<file path="src/hdl/mcd_pkg.sv">
// ---------------------------------------------------------------------------
// mcd_pkg: shared types and constants for the mountain car step engine
// Widths, fixed-point constants, state encodings, configuration layout and
// the CORDIC arctangent table.
// ---------------------------------------------------------------------------
`timescale 1ns / 1ps
`default_nettype none

package mcd_pkg;

	// default build parameters
	localparam int CORDIC_STEPS_DEF = 20;
	localparam int FRAC_BITS_DEF    = 20;

	// field widths
	localparam int POS_W      = 24;
	localparam int VEL_W      = 22;
	localparam int GAIN_W     = 16;
	localparam int LIM_W      = 21;
	localparam int CFG_IDX_W  = 3;
	localparam int CFG_DATA_W = 24;

	// cordic datapath widths
	localparam int ANG_W      = 35;
	localparam int XY_W       = 33;
	localparam int ATAN_IDX_W = 5;

	typedef logic [ATAN_IDX_W-1:0] atan_idx_t;

	// angle constants in q30
	localparam logic signed [ANG_W-1:0] Q30_PI      = 35'sd3373259426;
	localparam logic signed [ANG_W-1:0] Q30_HALF_PI = 35'sd1686629713;
	localparam logic signed [ANG_W-1:0] Q30_TWO_PI  = 35'sd6746518852;
	// cordic start vector, limiting gain in q30
	localparam logic signed [XY_W-1:0]  Q30_GAIN    = 33'sd652032874;

	// action codes
	typedef enum logic [1:0] {
		ACT_LEFT    = 2'd0,
		ACT_NONE    = 2'd1,
		ACT_RIGHT   = 2'd2,
		ACT_RESTART = 2'd3
	} act_t;

	// configuration register indexes
	typedef enum logic [CFG_IDX_W-1:0] {
		CFG_FORCE_GAIN     = 3'd0,
		CFG_GRAVITY_GAIN   = 3'd1,
		CFG_POSITION_MIN   = 3'd2,
		CFG_POSITION_MAX   = 3'd3,
		CFG_VELOCITY_LIMIT = 3'd4,
		CFG_FINISH_POS     = 3'd5,
		CFG_FINISH_VEL     = 3'd6
	} cfg_idx_t;

	typedef struct packed {
		logic        [GAIN_W-1:0] force_gain;
		logic        [GAIN_W-1:0] gravity_gain;
		logic signed [POS_W-1:0]  position_min;
		logic signed [POS_W-1:0]  position_max;
		logic        [LIM_W-1:0]  velocity_limit;
		logic signed [POS_W-1:0]  finish_pos;
		logic signed [VEL_W-1:0]  finish_vel;
	} cfg_t;

	localparam cfg_t CFG_RESET = '{
		force_gain:     16'd1049,
		gravity_gain:   16'd2621,
		position_min:   -24'sd1258291,
		position_max:   24'sd629146,
		velocity_limit: 21'd73400,
		finish_pos:     24'sd524288,
		finish_vel:     22'sd0
	};

	// cosine unit sequencer
	typedef enum logic [2:0] {
		COS_IDLE,
		COS_REDUCE,
		COS_WRAP,
		COS_FOLD,
		COS_ROTATE,
		COS_SIGN
	} cos_state_t;

	// step sequencer
	typedef enum logic [3:0] {
		ST_IDLE,
		ST_COS,
		ST_MUL,
		ST_GRAV,
		ST_VSUM,
		ST_VCLAMP,
		ST_PSUM,
		ST_PCLAMP,
		ST_FINISH
	} step_state_t;

	// update datapath controls
	typedef struct packed {
		logic accept;
		logic mul;
		logic grav;
		logic vsum;
		logic vclamp;
		logic psum;
		logic pclamp;
		logic commit;
	} upd_ctrl_t;

	// finished state of one step
	typedef struct packed {
		logic signed [POS_W-1:0] pos;
		logic signed [VEL_W-1:0] vel;
		logic                    done;
	} step_res_t;

	// arctangent of 2^-i in q30, truncated
	function automatic logic [30:0] atan_q30(input atan_idx_t idx);
		logic [30:0] val;
		case (idx)
			5'd0:    val = 31'd843314856;
			5'd1:    val = 31'd497837829;
			5'd2:    val = 31'd263043836;
			5'd3:    val = 31'd133525158;
			5'd4:    val = 31'd67021686;
			5'd5:    val = 31'd33543515;
			5'd6:    val = 31'd16775850;
			5'd7:    val = 31'd8388437;
			5'd8:    val = 31'd4194282;
			5'd9:    val = 31'd2097149;
			5'd10:   val = 31'd1048575;
			5'd11:   val = 31'd524287;
			5'd12:   val = 31'd262143;
			5'd13:   val = 31'd131071;
			5'd14:   val = 31'd65535;
			5'd15:   val = 31'd32767;
			5'd16:   val = 31'd16383;
			5'd17:   val = 31'd8191;
			5'd18:   val = 31'd4095;
			5'd19:   val = 31'd2047;
			5'd20:   val = 31'd1023;
			5'd21:   val = 31'd511;
			5'd22:   val = 31'd255;
			5'd23:   val = 31'd127;
			default: val = 31'd0;
		endcase
		return val;
	endfunction

endpackage

`default_nettype wire

</file>
<file path="src/hdl/mcd_cfg_regs.sv">
// ---------------------------------------------------------------------------
// mcd_cfg_regs: configuration register file
// Seven gain, bound and goal registers written through a plain write port.
// ---------------------------------------------------------------------------
`timescale 1ns / 1ps
`default_nettype none

module mcd_cfg_regs (
	input  logic                              clk,
	input  logic                              arst_n,
	input  logic                              cfg_we,
	input  logic [mcd_pkg::CFG_IDX_W-1:0]     cfg_index,
	input  logic [mcd_pkg::CFG_DATA_W-1:0]    cfg_data,
	output mcd_pkg::cfg_t                     cfg
);

	mcd_pkg::cfg_t cfg_q;

	// register writes, unknown indexes are dropped
	always_ff @(posedge clk or negedge arst_n) begin
		if (!arst_n) begin
			cfg_q <= mcd_pkg::CFG_RESET;
		end else if (cfg_we) begin
			case (cfg_index)
				mcd_pkg::CFG_FORCE_GAIN:     cfg_q.force_gain     <= cfg_data[15:0];
				mcd_pkg::CFG_GRAVITY_GAIN:   cfg_q.gravity_gain   <= cfg_data[15:0];
				mcd_pkg::CFG_POSITION_MIN:   cfg_q.position_min   <= cfg_data[23:0];
				mcd_pkg::CFG_POSITION_MAX:   cfg_q.position_max   <= cfg_data[23:0];
				mcd_pkg::CFG_VELOCITY_LIMIT: cfg_q.velocity_limit <= cfg_data[20:0];
				mcd_pkg::CFG_FINISH_POS:     cfg_q.finish_pos     <= cfg_data[23:0];
				mcd_pkg::CFG_FINISH_VEL:     cfg_q.finish_vel     <= cfg_data[21:0];
				default: ;
			endcase
		end
	end

	assign cfg = cfg_q;

endmodule

`default_nettype wire

</file>
<file path="src/hdl/mcd_cos_unit.sv">
// ---------------------------------------------------------------------------
// mcd_cos_unit: iterative cosine of three times the position
// Reduces the q30 angle modulo two pi by restoring subtraction, wraps and
// folds it into the right half plane, then runs one CORDIC rotation per
// cycle on a shared add/shift unit.
// ---------------------------------------------------------------------------
`timescale 1ns / 1ps
`default_nettype none

module mcd_cos_unit #(
	parameter int CORDIC_STEPS = mcd_pkg::CORDIC_STEPS_DEF,
	parameter int FRAC_BITS    = mcd_pkg::FRAC_BITS_DEF
) (
	input  logic                                clk,
	input  logic                                arst_n,
	input  logic                                start,
	input  logic signed [mcd_pkg::POS_W-1:0]    position,
	output logic                                done,
	output logic signed [mcd_pkg::XY_W-1:0]     cos_val
);

	localparam int AW        = mcd_pkg::ANG_W;
	localparam int XW        = mcd_pkg::XY_W;
	// left shift that takes 3*position to q30
	localparam int SHIFT     = 30 - FRAC_BITS;
	// magnitude bits of the scaled angle
	localparam int TM        = 25 + SHIFT;
	localparam int MW        = (TM > 33) ? TM : 33;
	localparam int MOD_STEPS = (SHIFT > 8) ? (SHIFT - 7) : 1;
	localparam int LOOP_MAX  = (CORDIC_STEPS > MOD_STEPS) ? CORDIC_STEPS : MOD_STEPS;
	localparam int CNT_W     = $clog2(LOOP_MAX);
	localparam logic [MW-1:0] D_TOP = MW'(mcd_pkg::Q30_TWO_PI) << (MOD_STEPS - 1);

	mcd_pkg::cos_state_t state_q, state_d;
	logic [CNT_W-1:0]    cnt_q, cnt_d;

	logic [MW-1:0]        r_q, d_q;
	logic                 sgn_q, neg_q;
	logic signed [AW-1:0] z_q;
	logic signed [XW-1:0] x_q, y_q, cos_q;

	logic signed [25:0]   p3;
	logic [24:0]          mag;
	logic signed [AW-1:0] r_s, wrap_v, at_s;
	logic                 r_gt_pi;
	logic signed [XW-1:0] dx, dy;

	// state and loop counter
	always_ff @(posedge clk or negedge arst_n) begin
		if (!arst_n) begin
			state_q <= mcd_pkg::COS_IDLE;
			cnt_q   <= '0;
		end else begin
			state_q <= state_d;
			cnt_q   <= cnt_d;
		end
	end

	// sequencer
	always_comb begin
		state_d = state_q;
		cnt_d   = '0;
		case (state_q)
			mcd_pkg::COS_IDLE: begin
				if (start) state_d = mcd_pkg::COS_REDUCE;
			end
			mcd_pkg::COS_REDUCE: begin
				if (cnt_q == CNT_W'(MOD_STEPS - 1)) begin
					state_d = mcd_pkg::COS_WRAP;
				end else begin
					cnt_d = cnt_q + 1'b1;
				end
			end
			mcd_pkg::COS_WRAP:  state_d = mcd_pkg::COS_FOLD;
			mcd_pkg::COS_FOLD:  state_d = mcd_pkg::COS_ROTATE;
			mcd_pkg::COS_ROTATE: begin
				if (cnt_q == CNT_W'(CORDIC_STEPS - 1)) begin
					state_d = mcd_pkg::COS_SIGN;
				end else begin
					cnt_d = cnt_q + 1'b1;
				end
			end
			mcd_pkg::COS_SIGN: state_d = mcd_pkg::COS_IDLE;
			default:           state_d = mcd_pkg::COS_IDLE;
		endcase
	end

	// magnitude of 3*position before scaling
	assign p3  = 26'(position) + (26'(position) <<< 1);
	assign mag = p3[25] ? 25'(-p3) : 25'(p3);

	// wrap the remainder into [-pi, pi] with the angle's sign
	assign r_s     = $signed({2'b00, r_q[32:0]});
	assign r_gt_pi = r_s > mcd_pkg::Q30_PI;
	always_comb begin
		if (sgn_q) begin
			wrap_v = r_gt_pi ? (mcd_pkg::Q30_TWO_PI - r_s) : -r_s;
		end else begin
			wrap_v = r_gt_pi ? (r_s - mcd_pkg::Q30_TWO_PI) : r_s;
		end
	end

	// rotation operands
	assign dx   = x_q >>> cnt_q;
	assign dy   = y_q >>> cnt_q;
	assign at_s = $signed(AW'(mcd_pkg::atan_q30(mcd_pkg::atan_idx_t'(cnt_q))));

	// datapath
	always_ff @(posedge clk) begin
		case (state_q)
			mcd_pkg::COS_IDLE: begin
				if (start) begin
					r_q   <= MW'(mag) << SHIFT;
					d_q   <= D_TOP;
					sgn_q <= p3[25];
				end
			end
			mcd_pkg::COS_REDUCE: begin
				if (r_q >= d_q) r_q <= r_q - d_q;
				d_q <= d_q >> 1;
			end
			mcd_pkg::COS_WRAP: begin
				z_q <= wrap_v;
				x_q <= mcd_pkg::Q30_GAIN;
				y_q <= '0;
			end
			mcd_pkg::COS_FOLD: begin
				if (z_q > mcd_pkg::Q30_HALF_PI) begin
					z_q   <= z_q - mcd_pkg::Q30_PI;
					neg_q <= 1'b1;
				end else if (z_q < -mcd_pkg::Q30_HALF_PI) begin
					z_q   <= z_q + mcd_pkg::Q30_PI;
					neg_q <= 1'b1;
				end else begin
					neg_q <= 1'b0;
				end
			end
			mcd_pkg::COS_ROTATE: begin
				if (!z_q[AW-1]) begin
					x_q <= x_q - dy;
					y_q <= y_q + dx;
					z_q <= z_q - at_s;
				end else begin
					x_q <= x_q + dy;
					y_q <= y_q - dx;
					z_q <= z_q + at_s;
				end
			end
			mcd_pkg::COS_SIGN: begin
				cos_q <= neg_q ? -x_q : x_q;
			end
			default: ;
		endcase
	end

	assign done    = (state_q == mcd_pkg::COS_SIGN);
	assign cos_val = cos_q;

endmodule

`default_nettype wire

</file>
<file path="src/hdl/mcd_update.sv">
// ---------------------------------------------------------------------------
// mcd_update: velocity and position update datapath
// Holds the car state and, one operation per cycle, applies gravity, push,
// velocity clamp, position move and clamp, wall stop and the goal test.
// ---------------------------------------------------------------------------
`timescale 1ns / 1ps
`default_nettype none

module mcd_update (
	input  logic                               clk,
	input  logic                               arst_n,
	input  mcd_pkg::upd_ctrl_t                 ctrl,
	input  logic [1:0]                         action,
	input  logic signed [mcd_pkg::POS_W-1:0]   start_position,
	input  mcd_pkg::cfg_t                      cfg,
	input  logic signed [mcd_pkg::XY_W-1:0]    cos_val,
	output logic signed [mcd_pkg::POS_W-1:0]   position,
	output mcd_pkg::step_res_t                 res
);

	localparam int PW  = mcd_pkg::POS_W;
	localparam int VW  = mcd_pkg::VEL_W;
	localparam int SW  = VW + 2;
	localparam int PSW = PW + 1;
	localparam int PRW = mcd_pkg::GAIN_W + 1 + mcd_pkg::XY_W;
	localparam int GW  = PRW - 30;
	localparam logic signed [PRW-1:0] ROUND_HALF = PRW'(64'sd536870912);

	logic [1:0]            act_q;
	logic signed [PRW-1:0] prod_q, prod_rnd;
	logic signed [GW-1:0]  grav_q;
	logic signed [SW-1:0]  vsum_q, fterm, lim_s, vclamp;
	logic signed [VW-1:0]  vel_new_q, vel_fin, velocity_q;
	logic signed [PSW-1:0] psum_q, pmin_e, pmax_e, plow, phigh;
	logic signed [PW-1:0]  pos_new_q, position_q;
	logic signed [16:0]    force_s;
	logic                  wall;

	// push term from the action
	assign force_s = $signed({1'b0, cfg.force_gain});
	always_comb begin
		case (act_q)
			mcd_pkg::ACT_LEFT:  fterm = -SW'(force_s);
			mcd_pkg::ACT_RIGHT: fterm = SW'(force_s);
			default:            fterm = '0;
		endcase
	end

	// gravity rounding, half up then floor
	assign prod_rnd = prod_q + ROUND_HALF;

	// velocity clamp
	assign lim_s = SW'($signed({1'b0, cfg.velocity_limit}));
	always_comb begin
		vclamp = vsum_q;
		if (vsum_q < -lim_s) vclamp = -lim_s;
		if (vsum_q > lim_s)  vclamp = lim_s;
	end

	// position clamp, lower bound first
	assign pmin_e = PSW'($signed(cfg.position_min));
	assign pmax_e = PSW'($signed(cfg.position_max));
	assign plow   = (psum_q < pmin_e) ? pmin_e : psum_q;
	assign phigh  = (plow > pmax_e) ? pmax_e : plow;

	// wall stop and goal test on the new state
	assign wall    = (pos_new_q == $signed(cfg.position_min)) && vel_new_q[VW-1];
	assign vel_fin = wall ? '0 : vel_new_q;

	// working registers
	always_ff @(posedge clk) begin
		if (ctrl.accept) begin
			act_q <= action;
			if (action == mcd_pkg::ACT_RESTART) begin
				pos_new_q <= start_position;
				vel_new_q <= '0;
			end
		end
		if (ctrl.mul)    prod_q    <= $signed({1'b0, cfg.gravity_gain}) * cos_val;
		if (ctrl.grav)   grav_q    <= prod_rnd[PRW-1:30];
		if (ctrl.vsum)   vsum_q    <= SW'(velocity_q) + fterm - SW'(grav_q);
		if (ctrl.vclamp) vel_new_q <= VW'(vclamp);
		if (ctrl.psum)   psum_q    <= PSW'(position_q) + PSW'(vel_new_q);
		if (ctrl.pclamp) pos_new_q <= PW'(phigh);
	end

	// car state
	always_ff @(posedge clk or negedge arst_n) begin
		if (!arst_n) begin
			position_q <= '0;
			velocity_q <= '0;
		end else if (ctrl.commit) begin
			position_q <= pos_new_q;
			velocity_q <= vel_fin;
		end
	end

	assign position = position_q;
	assign res.pos  = pos_new_q;
	assign res.vel  = vel_fin;
	assign res.done = (pos_new_q >= $signed(cfg.finish_pos)) &&
	                  (vel_fin >= $signed(cfg.finish_vel));

endmodule

`default_nettype wire

</file>
<file path="src/hdl/mountain_car_dynamics_step.sv">
// ---------------------------------------------------------------------------
// mountain_car_dynamics_step: fixed-point mountain car environment step
// Keeps the car position (Q4.20, 24 bits) and velocity (22 bits) and, for
// each accepted beat, applies a push left, no push, push right or a restart
// to a given start position, returning the new state, reward and done flag.
// A push beat runs the cosine unit, which reduces the angle one restoring
// subtract per cycle and then runs one CORDIC rotation per cycle, followed
// by one multiply, add or clamp per cycle in the update datapath; a restart
// beat goes straight to the result. step_stall is high for the whole step; a
// finished result sits in an output register until taken, and the next step
// beat is accepted meanwhile. Configuration registers may be written only
// while the block is idle.
// ---------------------------------------------------------------------------
`timescale 1ns / 1ps
`default_nettype none

module mountain_car_dynamics_step #(
	parameter int CORDIC_STEPS = mcd_pkg::CORDIC_STEPS_DEF,
	parameter int FRAC_BITS    = mcd_pkg::FRAC_BITS_DEF
) (
	input  logic                               clk,
	input  logic                               arst_n,
	// configuration write port
	input  logic                               cfg_we,
	input  logic [mcd_pkg::CFG_IDX_W-1:0]      cfg_index,
	input  logic [mcd_pkg::CFG_DATA_W-1:0]     cfg_data,
	// step channel
	input  logic                               step_valid,
	output logic                               step_stall,
	input  logic [1:0]                         action,
	input  logic signed [mcd_pkg::POS_W-1:0]   start_position,
	// result channel
	output logic                               result_valid,
	input  logic                               result_stall,
	output logic signed [mcd_pkg::POS_W-1:0]   car_position,
	output logic signed [mcd_pkg::VEL_W-1:0]   car_velocity,
	output logic signed                        reward,
	output logic                               done_res
);

	mcd_pkg::step_state_t state_q, state_d;
	mcd_pkg::upd_ctrl_t   ctrl;
	mcd_pkg::cfg_t        cfg;
	mcd_pkg::step_res_t   res;

	logic                                cos_start, cos_done, commit, out_free;
	logic signed [mcd_pkg::XY_W-1:0]     cos_val;
	logic signed [mcd_pkg::POS_W-1:0]    position;

	logic                                result_valid_q;
	logic signed [mcd_pkg::POS_W-1:0]    car_position_q;
	logic signed [mcd_pkg::VEL_W-1:0]    car_velocity_q;
	logic                                reward_q, done_res_q;

	mcd_cfg_regs u_cfg (
		.clk       (clk),
		.arst_n    (arst_n),
		.cfg_we    (cfg_we),
		.cfg_index (cfg_index),
		.cfg_data  (cfg_data),
		.cfg       (cfg)
	);

	mcd_cos_unit #(
		.CORDIC_STEPS (CORDIC_STEPS),
		.FRAC_BITS    (FRAC_BITS)
	) u_cos (
		.clk      (clk),
		.arst_n   (arst_n),
		.start    (cos_start),
		.position (position),
		.done     (cos_done),
		.cos_val  (cos_val)
	);

	mcd_update u_upd (
		.clk            (clk),
		.arst_n         (arst_n),
		.ctrl           (ctrl),
		.action         (action),
		.start_position (start_position),
		.cfg            (cfg),
		.cos_val        (cos_val),
		.position       (position),
		.res            (res)
	);

	// output register is free when empty or being drained
	assign out_free = !result_valid_q || !result_stall;

	// step sequencer state
	always_ff @(posedge clk or negedge arst_n) begin
		if (!arst_n) begin
			state_q <= mcd_pkg::ST_IDLE;
		end else begin
			state_q <= state_d;
		end
	end

	// next state and datapath controls
	always_comb begin
		state_d   = state_q;
		ctrl      = '0;
		cos_start = 1'b0;
		commit    = 1'b0;
		case (state_q)
			mcd_pkg::ST_IDLE: begin
				if (step_valid) begin
					ctrl.accept = 1'b1;
					if (action == mcd_pkg::ACT_RESTART) begin
						state_d = mcd_pkg::ST_FINISH;
					end else begin
						cos_start = 1'b1;
						state_d   = mcd_pkg::ST_COS;
					end
				end
			end
			mcd_pkg::ST_COS: begin
				if (cos_done) state_d = mcd_pkg::ST_MUL;
			end
			mcd_pkg::ST_MUL: begin
				ctrl.mul = 1'b1;
				state_d  = mcd_pkg::ST_GRAV;
			end
			mcd_pkg::ST_GRAV: begin
				ctrl.grav = 1'b1;
				state_d   = mcd_pkg::ST_VSUM;
			end
			mcd_pkg::ST_VSUM: begin
				ctrl.vsum = 1'b1;
				state_d   = mcd_pkg::ST_VCLAMP;
			end
			mcd_pkg::ST_VCLAMP: begin
				ctrl.vclamp = 1'b1;
				state_d     = mcd_pkg::ST_PSUM;
			end
			mcd_pkg::ST_PSUM: begin
				ctrl.psum = 1'b1;
				state_d   = mcd_pkg::ST_PCLAMP;
			end
			mcd_pkg::ST_PCLAMP: begin
				ctrl.pclamp = 1'b1;
				state_d     = mcd_pkg::ST_FINISH;
			end
			mcd_pkg::ST_FINISH: begin
				if (out_free) begin
					commit      = 1'b1;
					ctrl.commit = 1'b1;
					state_d     = mcd_pkg::ST_IDLE;
				end
			end
			default: state_d = mcd_pkg::ST_IDLE;
		endcase
	end

	assign step_stall = (state_q != mcd_pkg::ST_IDLE);

	// result beat valid
	always_ff @(posedge clk or negedge arst_n) begin
		if (!arst_n) begin
			result_valid_q <= 1'b0;
		end else if (commit) begin
			result_valid_q <= 1'b1;
		end else if (!result_stall) begin
			result_valid_q <= 1'b0;
		end
	end

	// result beat payload
	always_ff @(posedge clk) begin
		if (commit) begin
			car_position_q <= res.pos;
			car_velocity_q <= res.vel;
			reward_q       <= ~res.done;
			done_res_q     <= res.done;
		end
	end

	assign result_valid = result_valid_q;
	assign car_position = car_position_q;
	assign car_velocity = car_velocity_q;
	assign reward       = reward_q;
	assign done_res     = done_res_q;

endmodule

`default_nettype wire

</file>
<file path="config.mk">
export PLATFORM = sky130hd
export DESIGN_NAME = mountain_car_dynamics_step
export DESIGN_NICKNAME = d
export VERILOG_FILES = /design/src/hdl/mcd_pkg.sv /design/src/hdl/mcd_cfg_regs.sv /design/src/hdl/mcd_cos_unit.sv /design/src/hdl/mcd_update.sv /design/src/hdl/mountain_car_dynamics_step.sv
export SDC_FILE = /design/constraint.sdc
export NUM_CORES = 2
export LEC_CHECK = 0
export ABC_AREA = 1
export BUFFER_PORTS_ARGS = -buffer_cell sky130_fd_sc_hd__buf_2
export CAP_MARGIN = 20
export CORE_MARGIN = 3
export CORE_UTILIZATION = 50
export CTS_CLUSTER_DIAMETER = 40
export DETAILED_ROUTE_END_ITERATION = 16
export GPL_ROUTABILITY_DRIVEN = 0
export PLACE_DENSITY = 0.74
export RECOVER_POWER = 50
export SLEW_MARGIN = 20
export SYNTH_ARGS = -nofsm -noshare
export SYNTH_HDL_FRONTEND = slang
export SYNTH_HIERARCHICAL = 1
export SYNTH_SLANG_ARGS = --single-unit
</file>
<file path="constraint.sdc">
create_clock -name clk -period 17.9 [get_ports clk]
set_input_delay 2.685 -clock clk [delete_from_list [all_inputs] [get_ports clk]]
set_output_delay 2.685 -clock clk [all_outputs]
set_load 0.01 [all_outputs]
</file>
==> flow_summary.toml <==
[critical_path]
path_common_cell = "nand2_1"
cp.arrival_ps = 9650
worst_ep_required_time_ps = 18260
start_kind = "flip-flop"
worstSetupPathType = "flip-flop to flip-flop"
path_delay_family = "buffers and inverters"
endpoint_kind = "flip-flop"
critPathMaxFanout = 79
slowest_stage = "clkbuf_1"
max_stage_delay_ps = 2480
path_buf_inv = 6

[final_layout]
num-nets-final = 11470
layout_common_cells = "nand2_1 (3060), inv_1 (1777), nand3_1 (774), nor2_1 (695), a21oi_1 (571)"
flow.area_growth_from_synthesis_pct = 6.912
layout_commonest_cell = "nand2_1"
multi_input_area_sq_um = 48270
drive_gt1_frac = 0.05421
num-fill-cells = 13670
regArea_sq_um = 16990

[synthesis]
async_flop_share = 0.3445
syn_nets = 11560
yosysWarnings = 6
syn_avg_cell_area_sq_um = 7.068
yosysSeqAreaShare = 0.2297
synthCells = 10460
synth_edf_count = 392
syn-cell-area_sq_um = 73930
synthDistinctLibCells = 72
ys_ff_latch = 598
ys.flop_type = "edfxtp_1"

[job]
max_cap_violations = 15

[die]
dieHeight_um = 390.5
core_sq_um = 146300
die-area_sq_um = 152500
rows = 140
pin_count = 108
die_x_um = 390.5
start_util = 0.5055

[routing]
via_count = 70890
drt-initial-drc-count = 8164
wl_per_cell_um = 18.50
wl_um = 229100
ant_nets = 0
avgViaCountPerCell = 5.726
drt_first_pass_iters = 8
route.detailed.drc = 0

[clock_network]
clockBufferDepth = 3
cts_resized = 0
clk_pin_slew_ps = 50
cts.sinks = 598
post_cts_buffers = 0
cts_tree = "yes"
cts.htree.levels = 3
ctsHoldBuffers = 0
clock_latency_ps = 760
cts_buffers = 104
cts_root_buffer = "clkbuf_16"

[sta]
finalSetupTns_ps = 0
setup_viol_count_final = 0
finalCritPeriodShare = 0.5188
fmax_ghz = 0.1077
finalCriticalPeriod_ps = 9286
drv_slew = 811
rsz0062_at_grt = "false"
slew_headroom = -2.048
worstMarginPinSlew_ps = 4572
hold_viol_final = 0
fin_worst_skew_ps = 84.63

[global_routing]
gr-usage-all-layers = 0.2950
antenna_found_initial = 4
grt_pass1_wl_um = 362700
grt_remaining_overflow = 0
grt_max_degree = 95
grt_pass1_vias = 68230

[worst_hold_path]
hold_path_class = "flip-flop to flip-flop"

[run_status]
violations = "capacitance limit, slew limit"
outcome = "finished, violations left"

[placement]
io_buffers = 107
dpl.hpwl_um = 175400
worst min-delay path, cell delays in order, from the launching register on:
cell	delay [ps]
dfstp_2	360
nand2_1	60
nand2_1	50
final cells by class:
cell class,instances,share of cell area
tap,1917,0.03035
inverter,1821,0.08660
antenna,3,0.00009498
sequential,598,0.2149
multi-input combinational,7686,0.6106
timing repair buffer,159,0.01100
clock inverter,82,0.01265
clock buffer,113,0.03375
through the flow:
step           area [sq um]  std cells  hold slack [ps]    util  worst slack (ps)
3_5_place_dp          75510      12180            457.8  0.5163             11550
4_1_cts               79180      12380            469.6  0.5413             11530
6_report              79040      12380            468.0  0.5404              8614
2_1_floorplan         73930      10460            440.0       -             10860
3_3_place_gp          75510      12180            454.0  0.5162             11530
5_1_grt               79040      12380            480.7  0.5404              7647
logic make-up (layout without fill, tap and decap cells):
kind of cell	Yosys count	after routing	synth area share
AO/OA/AOI/OAI	1356	1356	0.1014
XOR/XNOR	334	334	0.04008
adder cells (fa/ha/maj)	1043	1043	0.2304
buffers and inverters	2176	2175	0.1172
flip-flops	598	598	0.2297
other	0	3	0
AND/OR/NAND/NOR	4953	4953	0.2812
routing by layer:
metal | up-vias | wire (um) | track usage | share of wire
met5 | - | 21 | 0 | 0.000092
met4 | 4 | 12030 | 0.1405 | 0.053
met3 | 754 | 23780 | 0.05846 | 0.10
met2 | 3917 | 101200 | 0.4628 | 0.44
met1 | 33180 | 92060 | 0.3915 | 0.40
li1 | 33030 | - | - | -
synth_stat cells, types with 15 or more instances:
library cell,count,area share
inv_1,1779,0.090
nor2_1,695,0.035
or2_2,29,0.0025
dfstp_2,45,0.016
nor3_1,97,0.0066
nand2_2,37,0.0031
buf_1,27,0.0014
o21bai_1,31,0.0031
o21a_1,40,0.0041
nor4_1,44,0.0037
nand2_1,3059,0.16
nand4_1,97,0.0082
xnor2_1,91,0.011
edfxtp_1,392,0.16
clkbuf_1,189,0.0096
a31oi_1,53,0.0045
fa_1,531,0.14
nand3b_1,15,0.0015
inv_2,34,0.0017
a21boi_0,16,0.0016
nand3_2,25,0.0034
nor2_2,27,0.0023
o21ai_0,449,0.030
ha_1,512,0.087
xor2_1,238,0.028
buf_2,78,0.0053
nand3_1,774,0.052
o21ai_1,44,0.0030
a21o_1,49,0.0050
dfrtp_1,161,0.054
o211ai_1,19,0.0019
buf_4,23,0.0023
buf_6,34,0.0052
a21oi_1,572,0.039
sequential cells by signal (all words and copies together) (netlist names), 25 cells and up:
name and flops:
u_cos/z_q 35, u_cos/y_q 33, u_cfg/cfg 147, u_cos/r_q 35, u_cos/x_q 33, u_upd/psum_q 25, u_cos/d_q 35, u_cos/cos_val 33
path summary, 6_finish.rpt:
path / end / cells after the start / start / slack, ps
max: u_cos/x_q[23] / 28 / u_cos/cnt_q[0] / 8610
min: u_cfg/cfg[82] / 2 / u_cfg/cfg[82] / 470
max reg2reg: u_cos/x_q[23] / 28 / u_cos/cnt_q[0] / 8610
min reg2reg: u_cfg/cfg[82] / 2 / u_cfg/cfg[82] / 470
max in group asynchronous: u_cfg/cfg[144] / 2 / arst_n / 8810
min in group asynchronous: u_cfg/cfg[87] / 1 / arst_n / 3530
Power is left out: the tool's default activity adds up to more than one toggle a clock period on the data nets, which glitch-free logic cannot reach.
